`config.mk`:
```
export PLATFORM = sky130hd
export DESIGN_NAME = rkc_front_flat
export DESIGN_NICKNAME = d
export VERILOG_FILES = /design/src/design/rkc_pkg.sv /design/src/design/rkc_if.sv /design/src/design/rkc_front.sv /design/src/flat_wrapper.sv
export SDC_FILE = /design/constraint.sdc
export NUM_CORES = 1
export LEC_CHECK = 0
export CAP_MARGIN = 10
export CORE_AREA = 3 3 40 42
export DETAILED_ROUTE_END_ITERATION = 6
export DIE_AREA = 0 0 43 45
export DONT_BUFFER_PORTS = 1
export PLACE_DENSITY = 0.36
export SLEW_MARGIN = 30
export SYNTH_ARGS = -nofsm -noshare
export SYNTH_HDL_FRONTEND = slang
export SYNTH_SLANG_ARGS = --single-unit
```
`constraint.sdc`:
```
create_clock -name vclk -period 4.2
set_clock_uncertainty 0.2 [all_clocks]
set_input_delay 1.26 -clock vclk [all_inputs]
set_output_delay 1.26 -clock vclk [all_outputs]
set_load 0.01 [all_outputs]
```
`src/design/rkc_pkg.sv`:
```
`timescale 1ns / 1ps
// shared types, codes and constants of the running key letter cipher
// no dependencies

package rkc_pkg;

  localparam int PAGES_DEF   = 4;
  localparam int KEY_LEN_DEF = 256;
  localparam int QUEUE_DEPTH = 4;

  localparam logic [1:0] OP_LOAD = 2'd0;
  localparam logic [1:0] OP_ENC  = 2'd1;
  localparam logic [1:0] OP_DEC  = 2'd2;

  localparam logic [1:0] ST_OK     = 2'd0;
  localparam logic [1:0] ST_BADKEY = 2'd1;
  localparam logic [1:0] ST_EMPTY  = 2'd2;
  localparam logic [1:0] ST_FULL   = 2'd3;

  localparam logic [7:0] CH_SPACE   = 8'h20;
  localparam logic [7:0] CH_UPPER_A = 8'h41;
  localparam logic [7:0] CH_UPPER_Z = 8'h5a;
  localparam logic [7:0] CH_LOWER_A = 8'h61;
  localparam logic [7:0] CH_LOWER_Z = 8'h7a;
  localparam logic [5:0] ALPHA_LEN  = 6'd26;

  typedef enum logic [1:0] {
    KIND_LOAD,
    KIND_ENC,
    KIND_DEC,
    KIND_NOP
  } kind_e;

  // a classified word as it sits in the queue
  typedef struct packed {
    kind_e      kind;
    logic [7:0] data;
    logic       first;
    logic [1:0] page;
    logic       is_space;
    logic       is_letter;
    logic       is_upper;
    logic [4:0] offset;
  } item_t;

endpackage

```
`src/design/rkc_if.sv`:
```
`timescale 1ns / 1ps
// valid/ready channels for input words and result words
// no dependencies

interface rkc_in_if;
  logic       valid;
  logic       ready;
  logic [1:0] opcode;
  logic [7:0] data_byte;
  logic       first;
  logic [1:0] load_page;

  modport source (output valid, opcode, data_byte, first, load_page, input ready);
  modport sink   (input valid, opcode, data_byte, first, load_page, output ready);
endinterface


```
`src/design/rkc_front.sv`:
```
`timescale 1ns / 1ps
// front end: takes input words and classifies them for the queue
// depends on rkc_pkg and rkc_in_if

module rkc_front (
  rkc_in_if.sink         in_i,
  input  logic           q_full_i,
  output logic           q_push_o,
  output rkc_pkg::item_t q_item_o
);
  import rkc_pkg::*;

  logic is_upper;
  logic is_lower;

  assign in_i.ready = !q_full_i;
  assign q_push_o   = in_i.valid && !q_full_i;

  assign is_upper = (in_i.data_byte >= CH_UPPER_A) && (in_i.data_byte <= CH_UPPER_Z);
  assign is_lower = (in_i.data_byte >= CH_LOWER_A) && (in_i.data_byte <= CH_LOWER_Z);

  always_comb begin
    q_item_o.data      = in_i.data_byte;
    q_item_o.first     = in_i.first;
    q_item_o.page      = in_i.load_page;
    q_item_o.is_space  = (in_i.data_byte == CH_SPACE);
    q_item_o.is_letter = is_upper || is_lower;
    q_item_o.is_upper  = is_upper;
    // letter index from its own case base
    q_item_o.offset    = is_upper ? 5'(in_i.data_byte - CH_UPPER_A)
                                  : 5'(in_i.data_byte - CH_LOWER_A);
    case (in_i.opcode)
      OP_LOAD: q_item_o.kind = KIND_LOAD;
      OP_ENC:  q_item_o.kind = KIND_ENC;
      OP_DEC:  q_item_o.kind = KIND_DEC;
      default: q_item_o.kind = KIND_NOP;
    endcase
  end

endmodule

```
`src/flat_wrapper.sv`:
```
// flat-port wrapper written by rule: the top's interface ports become plain ports
module rkc_front_flat import rkc_pkg::*;
  (q_full_i, q_push_o, q_item_o, in_i_valid, in_i_opcode, in_i_data_byte, in_i_first, in_i_load_page, in_i_ready);
  rkc_in_if in_i_i ();
  input  logic q_full_i;
  output logic q_push_o;
  output rkc_pkg::item_t q_item_o;
  input wire logic [$bits(in_i_i.valid)-1:0] in_i_valid;
  input wire logic [$bits(in_i_i.opcode)-1:0] in_i_opcode;
  input wire logic [$bits(in_i_i.data_byte)-1:0] in_i_data_byte;
  input wire logic [$bits(in_i_i.first)-1:0] in_i_first;
  input wire logic [$bits(in_i_i.load_page)-1:0] in_i_load_page;
  output wire logic [$bits(in_i_i.ready)-1:0] in_i_ready;
  assign in_i_i.valid = in_i_valid;
  assign in_i_i.opcode = in_i_opcode;
  assign in_i_i.data_byte = in_i_data_byte;
  assign in_i_i.first = in_i_first;
  assign in_i_i.load_page = in_i_load_page;
  assign in_i_ready = in_i_i.ready;
  rkc_front u_core (.in_i(in_i_i), .q_full_i(q_full_i), .q_push_o(q_push_o), .q_item_o(q_item_o));
endmodule
```
; ---- Yosys cells after proc, flatten, opt, wreduce, memory -nomap -nowiden
; Cells that the tools add are included.
[classes]
n_eq_ne = 3
n_lt_le_gt_ge = 4
n_addsub = 2
muxes = 2
n_reduce_logical = 6
[op_table]
columns = cell, n
row1 = $ge 8x7->1 const B, 2
row2 = $le 8x7->1 const B, 2
row3 = $sub 5x1->5 const B, 2
row4 = $eq 8x6->1 const B, 1
row5 = $pmux 2 s3, 1
row6 = $mux 5, 1
row7 = $logic_and 1x1->1, 3
row8 = $eq 2x1->1 const B, 1
row9 = $eq 2x2->1 const B, 1
row10 = $logic_not 2->1, 1
row11 = $logic_not 1->1, 1
row12 = $logic_or 1x1->1, 1
[totals]
output_inout_bits = 23
word_cells = 17
ff_bits = 0
input_bits = 15

; ---- Depth between registers and ports, before layout
[depth]
word_depth = 3
mapped_depth = 6
ltp_nobuf = 5

; ---- Least setup slack after synthesis
; OpenSTA, ideal clock, no wires.
[synth_path]
path_type = input to output
from = input port in_i_data_byte[0]
to = output port q_item_o[5] (netlist name)
n_path_buf = 1
path_stages = 6
t_required_ps = 2740
setup_slack_ps = 313
t_arrival_ps = 2427
cell_sequence = inv_1 ha_1 or3b_4 o311ai_2 nor3_1 buf_4
[synth_via]
elab_chain_len = 2
word_cells_on_any_way = 3
cone_classes = 2 x order compare / 1 x reduce/logical
[synth_rtl]
columns = item, line_no
row1 = start: declaration, flat_wrapper.sv:10  ; input wire logic [$bits(in_i_i.data_byte)-1:0] in_i_data_byte;
row2 = $ge 8x7->1 / $le 8x7->1 (equally long branches), rkc_front.sv:19  ; assign is_upper = (in_i.data_byte >= CH_UPPER_A) && (in_i.data_byte <= CH_UPPER_Z);
row3 = $logic_and 1x1->1 (*), rkc_front.sv:19
row4 = end: declaration, flat_wrapper.sv:7  ; output rkc_pkg::item_t q_item_o;
; Mark *: on every way between the ends. The rest lies on a longest branch, timed or not.

==> impl_metrics.env <==
export IMPL_yosys_top_cells_count="buf_4, inv_1, ha_1"
export IMPL_status="finished, final reports clean"
export IMPL_slew_headroom_pct=64.6
export IMPL_cellPowerDensity_mw_per_mm2=74.4
export IMPL_rows=13
export IMPL_syn_nets=61
export IMPL_critPathKind="in2out"
export IMPL_max_cap_violations=0
export IMPL_end_kind="primary output"
export IMPL_dp_slack_ns=0.416
export IMPL_fin_hold_ws_ns=2.32
export IMPL_detail_route_antenna_nets=0
export IMPL_cts_setup_buffers=0
export IMPL_synth_area_um2=297
export IMPL_vias=207
export IMPL_die_y_um=45
export IMPL_coreArea_mm2=0.00128
export IMPL_final_min_clock_period_ns=3.78
export IMPL_first_global_vias=204
export IMPL_drt_first_iter_violations=1
export IMPL_ir_drop_mv=0.0188
export IMPL_ctsResizeCount=0
export IMPL_synth_top_area_share_pct=30.4
export IMPL_wl_um=655
export IMPL_seq_cells=0
export IMPL_grt_overflow_total=0
export IMPL_total_power_uw=16.8
export IMPL_port_buffers=0
export IMPL_die_x_um=43
export IMPL_drv_slew=0
export IMPL_clkbuf_count=0
export IMPL_first_pass_iters=3
export IMPL_finalNetCount=50
export IMPL_yosysMostFrequentCell="buf_4"
export IMPL_syn_inst=42
export IMPL_track_usage_pct=6.14
export IMPL_wl_per_cell_um=14.9
export IMPL_rsz0062_at_grt="no"
export IMPL_grt_pass1_wl_um=979
export IMPL_syn_avg_cell_area_um2=7.06
export IMPL_p_leak_uw=0.000102
export IMPL_drc=0
export IMPL_layout_setup_ws_ns=0.423
export IMPL_grt_max_degree=8
export IMPL_netlist_top_cells_area="buf_4, ha_1, inv_1"
export IMPL_cp_arrival_ns=2.32
export IMPL_crit_path_start_kind="input port"
export IMPL_antenna_cells=0
export IMPL_fin_crit_sh_pct=89.9
export IMPL_antenna_found_initial=0
export IMPL_synth_largest_area_cell="buf_4"
export IMPL_setup_tns_ns=0
export IMPL_synth_seq_area_share_pct=0
export IMPL_dp_hpwl_um=568
export IMPL_cp_required_ns=2.74
export IMPL_die_area_mm2=0.00194
export IMPL_drive_above_1_share_pct=13.8
export IMPL_via_per_inst=4.70
export IMPL_ff_latch_area_um2=0
export IMPL_setup_viol=0
export IMPL_cp_max_fo=6
export IMPL_hold_viol=0
export IMPL_fmax_mhz=265
export IMPL_initial_core_util_pct=23.1
export IMPL_finalWeightedCongestion=0.670
export IMPL_synth_warnings=0
export IMPL_yosysUniqueCellTypes=17
export IMPL_area_delta_synth_final_pct=-24.1
export IMPL_worst_pin_slew_ns=0.526
export IMPL_holdBufCountCts=0
export IMPL_hold_path_class="in2out"
export IMPL_pin_count=38
[worst max-delay path, cell delays in order]
cell and delay, ns:
inv_1 0.08, ha_1 0.18, or3b_4 0.40, o311ai_2 0.26, nor3_1 0.14
[cells in the final DEF (no fill, tap or decap), drive strengths merged, types with 2 or more instances in the layout]
master,instances
nor2,3
xor2,2
inv,5
nand2,2
nor3,3
ha,4
[cell families after synthesis]
group | count (synthesis) | share of synthesized area [%]
AO/OA/AOI/OAI | 4 | 13.9
XOR/XNOR | 3 | 8.86
adder cells (fa/ha/maj) | 4 | 16.9
buffers and inverters | 19 | 39.2
AND/OR/NAND/NOR | 12 | 21.1
[metal layers]
metal / global-route usage, % / vias to the layer above / part of all wire, %
met3: 3.19 / 4 / 18
li1: - / 99 / -
met5: 0 / - / 0
met2: 9.58 / 16 / 41
met4: 1.20 / 0 / 1.4
met1: 7.62 / 88 / 39
[power breakdown]
part | internal [µW] | leakage (µW) | switching, µW
logic | 6.62 | 0.000102 | 10.1
registers | 0 | 0 | 0
clock network | 0 | 0 | 0
total | 6.62 | 0.000102 | 10.1
[final timing paths]
kind,from,end,slack [ns],depth (start not counted)
setup / recovery,in_i_data_byte[1],q_item_o[5],0.42,5
hold / removal,in_i_data_byte[2],q_item_o[13],2.32,0
[layout make-up]
type | instances | area (µm²)
multi-input combinational | 23 | 180
fill | 152 | 1060
tap | 15 | 18.8
inverter | 5 | 18.8
timing repair buffer | 1 | 7.51
[stage by stage]
stage / utilization, % / instance area, µm² / std cells
2_1_floorplan: - / 297 / 42
3_3_place_gp: 17.5 / 225 / 44
3_5_place_dp: 17.5 / 225 / 44
4_1_cts: 17.5 / 225 / 44
5_1_grt: 17.5 / 225 / 44
6_report: 17.5 / 225 / 44
No activity file was read; power rests on OpenSTA's default activity.
