[config.mk]
export PLATFORM = sky130hd
export DESIGN_NAME = rkc_queue
export DESIGN_NICKNAME = d
export VERILOG_FILES = /design/src/design/rkc_pkg.sv /design/src/design/rkc_queue.sv
export SDC_FILE = /design/constraint.sdc
export NUM_CORES = 1
export LEC_CHECK = 0
export ABC_AREA = 1
export BUFFER_PORTS_ARGS = -buffer_cell sky130_fd_sc_hd__buf_4
export CELL_PAD_IN_SITES_DETAIL_PLACEMENT = 1
export CELL_PAD_IN_SITES_GLOBAL_PLACEMENT = 1
export CORE_MARGIN = 5
export CORE_UTILIZATION = 47
export DETAILED_ROUTE_END_ITERATION = 8
export PLACE_DENSITY = 0.82
export SLEW_MARGIN = 10
export SYNTH_ARGS = -nofsm -noshare
export SYNTH_HDL_FRONTEND = slang
export SYNTH_SLANG_ARGS = --single-unit
[constraint.sdc]
create_clock -name clk_i -period 2.1 [get_ports clk_i]
set_input_delay 0.21 -clock clk_i [delete_from_list [all_inputs] [get_ports clk_i]]
set_output_delay 0.21 -clock clk_i [all_outputs]
set_load 0.005 [all_outputs]
[src/design/rkc_pkg.sv]
`timescale 1ns / 1ps
// shared types, codes and constants of the running key letter cipher
// no dependencies

package rkc_pkg;

  localparam int PAGES_DEF   = 4;
  localparam int KEY_LEN_DEF = 256;
  localparam int QUEUE_DEPTH = 4;

  localparam logic [1:0] OP_LOAD = 2'd0;
  localparam logic [1:0] OP_ENC  = 2'd1;
  localparam logic [1:0] OP_DEC  = 2'd2;

  localparam logic [1:0] ST_OK     = 2'd0;
  localparam logic [1:0] ST_BADKEY = 2'd1;
  localparam logic [1:0] ST_EMPTY  = 2'd2;
  localparam logic [1:0] ST_FULL   = 2'd3;

  localparam logic [7:0] CH_SPACE   = 8'h20;
  localparam logic [7:0] CH_UPPER_A = 8'h41;
  localparam logic [7:0] CH_UPPER_Z = 8'h5a;
  localparam logic [7:0] CH_LOWER_A = 8'h61;
  localparam logic [7:0] CH_LOWER_Z = 8'h7a;
  localparam logic [5:0] ALPHA_LEN  = 6'd26;

  typedef enum logic [1:0] {
    KIND_LOAD,
    KIND_ENC,
    KIND_DEC,
    KIND_NOP
  } kind_e;

  // a classified word as it sits in the queue
  typedef struct packed {
    kind_e      kind;
    logic [7:0] data;
    logic       first;
    logic [1:0] page;
    logic       is_space;
    logic       is_letter;
    logic       is_upper;
    logic [4:0] offset;
  } item_t;

endpackage

[src/design/rkc_queue.sv]
`timescale 1ns / 1ps
// short queue of classified words between front and back
// depends on rkc_pkg

module rkc_queue (
  input  logic           clk_i,
  input  logic           rst_ni,
  input  logic           push_i,
  input  rkc_pkg::item_t item_i,
  output logic           full_o,
  input  logic           pop_i,
  output logic           empty_o,
  output rkc_pkg::item_t item_o
);
  import rkc_pkg::*;

  localparam int PTR_W = (QUEUE_DEPTH > 1) ? $clog2(QUEUE_DEPTH) : 1;
  localparam int CNT_W = $clog2(QUEUE_DEPTH + 1);

  item_t            buf_q [QUEUE_DEPTH];
  logic [PTR_W-1:0] wr_ptr_q, wr_ptr_d;
  logic [PTR_W-1:0] rd_ptr_q, rd_ptr_d;
  logic [CNT_W-1:0] count_q, count_d;

  assign full_o  = (count_q == CNT_W'(QUEUE_DEPTH));
  assign empty_o = (count_q == '0);
  assign item_o  = buf_q[rd_ptr_q];

  always_comb begin
    wr_ptr_d = wr_ptr_q;
    rd_ptr_d = rd_ptr_q;
    count_d  = count_q;
    if (push_i) begin
      wr_ptr_d = (wr_ptr_q == PTR_W'(QUEUE_DEPTH - 1)) ? '0 : wr_ptr_q + PTR_W'(1);
    end
    if (pop_i) begin
      rd_ptr_d = (rd_ptr_q == PTR_W'(QUEUE_DEPTH - 1)) ? '0 : rd_ptr_q + PTR_W'(1);
    end
    case ({push_i, pop_i})
      2'b10:   count_d = count_q + CNT_W'(1);
      2'b01:   count_d = count_q - CNT_W'(1);
      default: count_d = count_q;
    endcase
  end

  always_ff @(posedge clk_i or negedge rst_ni) begin
    if (!rst_ni) begin
      wr_ptr_q <= '0;
      rd_ptr_q <= '0;
      count_q  <= '0;
    end else begin
      wr_ptr_q <= wr_ptr_d;
      rd_ptr_q <= rd_ptr_d;
      count_q  <= count_d;
    end
  end

  always_ff @(posedge clk_i) begin
    if (push_i) begin
      buf_q[wr_ptr_q] <= item_i;
    end
  end

`ifndef ASSERT_OFF
  a_fill_count: assert property (@(posedge clk_i) disable iff (!rst_ni)
    push_i && !pop_i |=> count_q == $past(count_q) + CNT_W'(1))
    else $error("queue count did not follow a lone push");
  a_pop_nonempty: assert property (@(posedge clk_i) disable iff (!rst_ni)
    pop_i |-> count_q != '0)
    else $error("queue popped while empty");
  a_push_not_full: assert property (@(posedge clk_i) disable iff (!rst_ni)
    push_i |-> !full_o)
    else $error("queue written while full");
`endif

endmodule

; ---- Word level (Yosys, flattened, before mapping)
; Memory sizes are Yosys's and may differ from the RTL's.
; Cells that the tools add are included.
[totals]
output_inout_bits = 23
ram_bits = 84
ff_bits = 7
elab_cells = 20
mem_count = 1
[mem_list]
columns = name, words, word_bits, rd, rd_clocked_by_memory_dff, wr, line
row1 = buf_q, 4, 21, 1, 0, 1, rkc_queue.sv:20  ; item_t buf_q [QUEUE_DEPTH];
[op_classes]
muxes = 5
eq_ne = 5
n_addsub = 4
n_reduce_logical = 2
[op_table]
columns = op, n
row1 = "== test 2 bit, second input constant", 3
row2 = case mux 3 bit (2 select lines), 1
row3 = "adder 2 x 1 -> 2 bit, second input constant", 2
row4 = 2-to-1 mux 2 bit, 2
row5 = "adder 3 x 1 -> 3 bit, second input constant", 1
row6 = "== test 3 bit, second input constant", 1
row7 = zero test 3 bit, 1
row8 = "subtractor 3 x 1 -> 3 bit, second input constant", 1
row9 = "== test 2 x 1 -> 1 bit, second input constant", 1
row10 = 2-to-1 mux 1 bit, 2
row11 = nonzero test 2 bit, 1

; ---- Depth between registers and ports, before layout
[depth]
word_depth = 2
mapped_depth = 10
depth_no_buf = 9

; ---- Worst setup path before layout
; Ideal clock, no wire load.
[synth_timing]
kind = reg2reg
start = register wr_ptr_q[0]
end = memory buf_q[2][0] (netlist bit) (enable)
setup_ps = 376
required_ps = 1724
slack_ps = 627
path_stages_with_launch = 5
t_arrival_ps = 1098
path_buffers = 0
cell_sequence = dfrtp_1 > inv_1 > ha_1 > nand2_1 > inv_1
[synth_rtl]
columns = item, line
row1 = from (decl), rkc_queue.sv:21  ; logic [PTR_W-1:0] wr_ptr_q, wr_ptr_d;
row2 = from (signal assigned), rkc_queue.sv:52  ; wr_ptr_q <= wr_ptr_d;
row3 = to (decl), rkc_queue.sv:20
; No word-level cell before the write port.

==> impl_metrics.tcl <==
set metrics [dict create \
    status "completed" \
    min_to "buf_q[3][7]" \
    drc 0 \
    p_per_area_nw_per_um2 1290 \
    port-buffer-count 47 \
    syn_to_final_growth_pct 17.8 \
    final_cell_area_um2 4610 \
    tightest_slew_ns 0.601 \
    start_util 0.478 \
    rows 33 \
    fin_crit_sh 0.903 \
    cp_data_required_time_ns 1.89 \
    cts_setup_buffers 0 \
    clock_skew_ns 0.0106 \
    grt_max_degree 53 \
    clkLatencyLatePin_ns 0.36 \
    post_dp_cell_area_um2 4370 \
    track_usage 0.171 \
    start_kind "flop" \
    rsz0062_at_grt "no" \
    grt_pass1_wl_um 13200 \
    synth_cells 299 \
    slew_headroom 0.598 \
    synth.distinct_cells 19 \
    power_leakage_nw 1.96 \
    nFillCells 843 \
    ant_nets 0 \
    dpl.hpwl_um 5240 \
    worst-path-max-fanout 32 \
    die-width_um 101 \
    ys_ff_latch 91 \
    die_y_um 101 \
    io_pins 48 \
    cts_sinks 91 \
    die_area_um2 10200 \
    core_um2 8180 \
    reg2reg_from "wr_ptr_q[0]" \
    period_needed_ns 1.90 \
    htreeDepth 3 \
    drt_iter0_drc 104 \
    yosysWarnings 0 \
    hold_depth 1 \
    synth_nets 331 \
    slew_violations 0 \
    drt_wl_total_um 7990 \
    peakVddDrop_v 0.000722 \
    hold_class "input port to flop" \
    cts_tree "done" \
    drv_cap 0 \
    cp-end-kind "output pin" \
    r2r_slack_ns 0.53 \
    place.gp.congestion 0.692 \
    cts-root-buf "clkbuf_8" \
    hold_viol 0 \
    fmax_mhz 527 \
    routedWlPerCell_um 17.4 \
    tns_ns 0 \
    ys_seq_area_frac 0.690 \
    grt_overflow 0 \
    diodes 0 \
    critPathKind "flop to output pin" \
    worstPathCellList "inv_2 -> buf_4 -> nand2_1 -> o211ai_1 -> nand2_1 -> buf_4" \
    layout-drive-gt1-share 0.273 \
    rr_endpoint "buf_q[2][1]" \
    viasPerCell 5.06 \
    first_pass_iters 4 \
    setup_viol 0 \
    clockBufferDepth 2 \
    final_nets 383 \
    min_from "item_i[7]" \
    syn_area_um2 3910 \
    reg2reg_depth 5 \
    crit_path_max_incr_delay_ns 0.42 \
    grt_pass1_vias 2583 \
    vias 2328 \
    grt_antenna_before_repair 0 \
    arrival_ns 1.69 \
    cts-buffers-inserted 9 \
    crit_slowest_cell "dfrtp_1" \
    clkSlewWorstSetupHoldPaths_ns 0.09 \
    avgSynthCellArea_um2 13.1 \
]
[cell usage in the layout (no fill, tap or decap), drive strengths merged]
| cell type | count |
|---|---|
| buf | 54 |
| xnor2 | 1 |
| dlygate4sd3 | 1 |
| nand2 | 76 |
| nand3 | 1 |
| edfxtp | 84 |
| dfrtp | 7 |
| o21ai | 5 |
| nand4 | 1 |
| bufinv | 3 |
| o211ai | 42 |
| clkinvlp | 1 |
| nor3 | 2 |
| ha | 6 |
| clkbuf | 10 |
| fa | 1 |
| inv | 57 |
| clkinv | 1 |
| nor2 | 2 |
[critical path, delay by kind of cell (launching register included)]
family                 cells  cell delay [ns]
AO/OA/AOI/OAI              1             0.10
buffers and inverters      3             0.59
flip-flops                 1             0.42
AND/OR/NAND/NOR            2             0.23
[cell type report]
cell class	instances	area, um^2	area share
timing repair buffer	55	440	0.0956
sequential	91	2700	0.586
clock inverter	5	103	0.0223
tap	105	131	0.0285
inverter	57	214	0.0464
clock buffer	10	128	0.0277
multi-input combinational	137	893	0.194
[worst max path at each step]
stage | slack [ns] | start | end | cells after the start
CTS | 0.17 | rd_ptr_q[0] | item_o[1] | 6
global route | 0.04 | rd_ptr_q[0] | item_o[7] | 6
floorplan | 0.63 | wr_ptr_q[0] | buf_q[2][0] | 4
global placement | 0.58 | wr_ptr_q[0] | buf_q[2][15] | 5
detailed placement | 0.51 | wr_ptr_q[0] | buf_q[2][15] | 5
finish | 0.20 | rd_ptr_q[0] | item_o[1] | 6
[registers in the layout, indices dropped and copies added (netlist names)]
| name | cells |
|---|---|
| rd_ptr_q | 2 |
| wr_ptr_q | 2 |
| buf_q | 84 |
| count_q | 3 |
[metal layers]
metal,wire length (um),GRT usage,vias up
met3,246,0.0420,9
met5,0,0,-
met1,3340,0.205,1173
met4,112,0.0552,0
li1,-,-,1118
met2,4290,0.303,28
[Yosys cell counts]
library cell	instances	share of area
ha_1	6	0.019
o21ai_0	3	0.0038
nand2_1	76	0.073
o21ai_1	2	0.0026
nand4_1	1	0.0016
buf_6	6	0.017
xnor2_1	1	0.0022
buf_2	7	0.0090
nor3_1	2	0.0026
inv_2	2	0.0019
nor2_1	2	0.0019
edfxtp_1	84	0.64
o211ai_1	15	0.029
clkbuf_1	1	0.00096
dfrtp_1	7	0.045
inv_1	55	0.053
fa_1	1	0.0051
o211ai_2	27	0.086
nand3_1	1	0.0013
[cells by family (layout without fill, tap and decap cells)]
family / Yosys count / after routing / synth area share
fa+ha+maj: 7 / 7 / 0.0243
xor+xnor: 1 / 1 / 0.00224
compound gates: 47 / 47 / 0.122
simple gates: 82 / 82 / 0.0803
buf+inv: 71 / 127 / 0.0819
flops: 91 / 91 / 0.690
[stage by stage]
step	worst slack (ns)	utilization	instances	hold slack, ns	total power [mW]
global route	0.0379	0.564	460	0.0253	6.35
CTS	0.168	0.564	460	0.0386	6.01
detailed placement	0.508	0.534	444	0.0283	4.64
global placement	0.578	0.534	444	0.0272	4.51
finish	0.204	0.564	460	0.0486	5.93
floorplan	0.627	-	299	-0.0856	3.78
[where the power goes]
group          total [mW]  internal, mW  switching (mW)
Sequential           2.47          2.34           0.135
Combinational        2.08         0.873            1.21
Clock                1.38         0.783           0.598
Total                5.93          3.99            1.94
[repair_timing]
action	4_1_cts	5_1_grt
hold endpoints to repair	7	0
gates resized for setup	0	0
hold buffers	1	0
setup endpoints to repair	0	0
(Power assumes the default switching activity.)
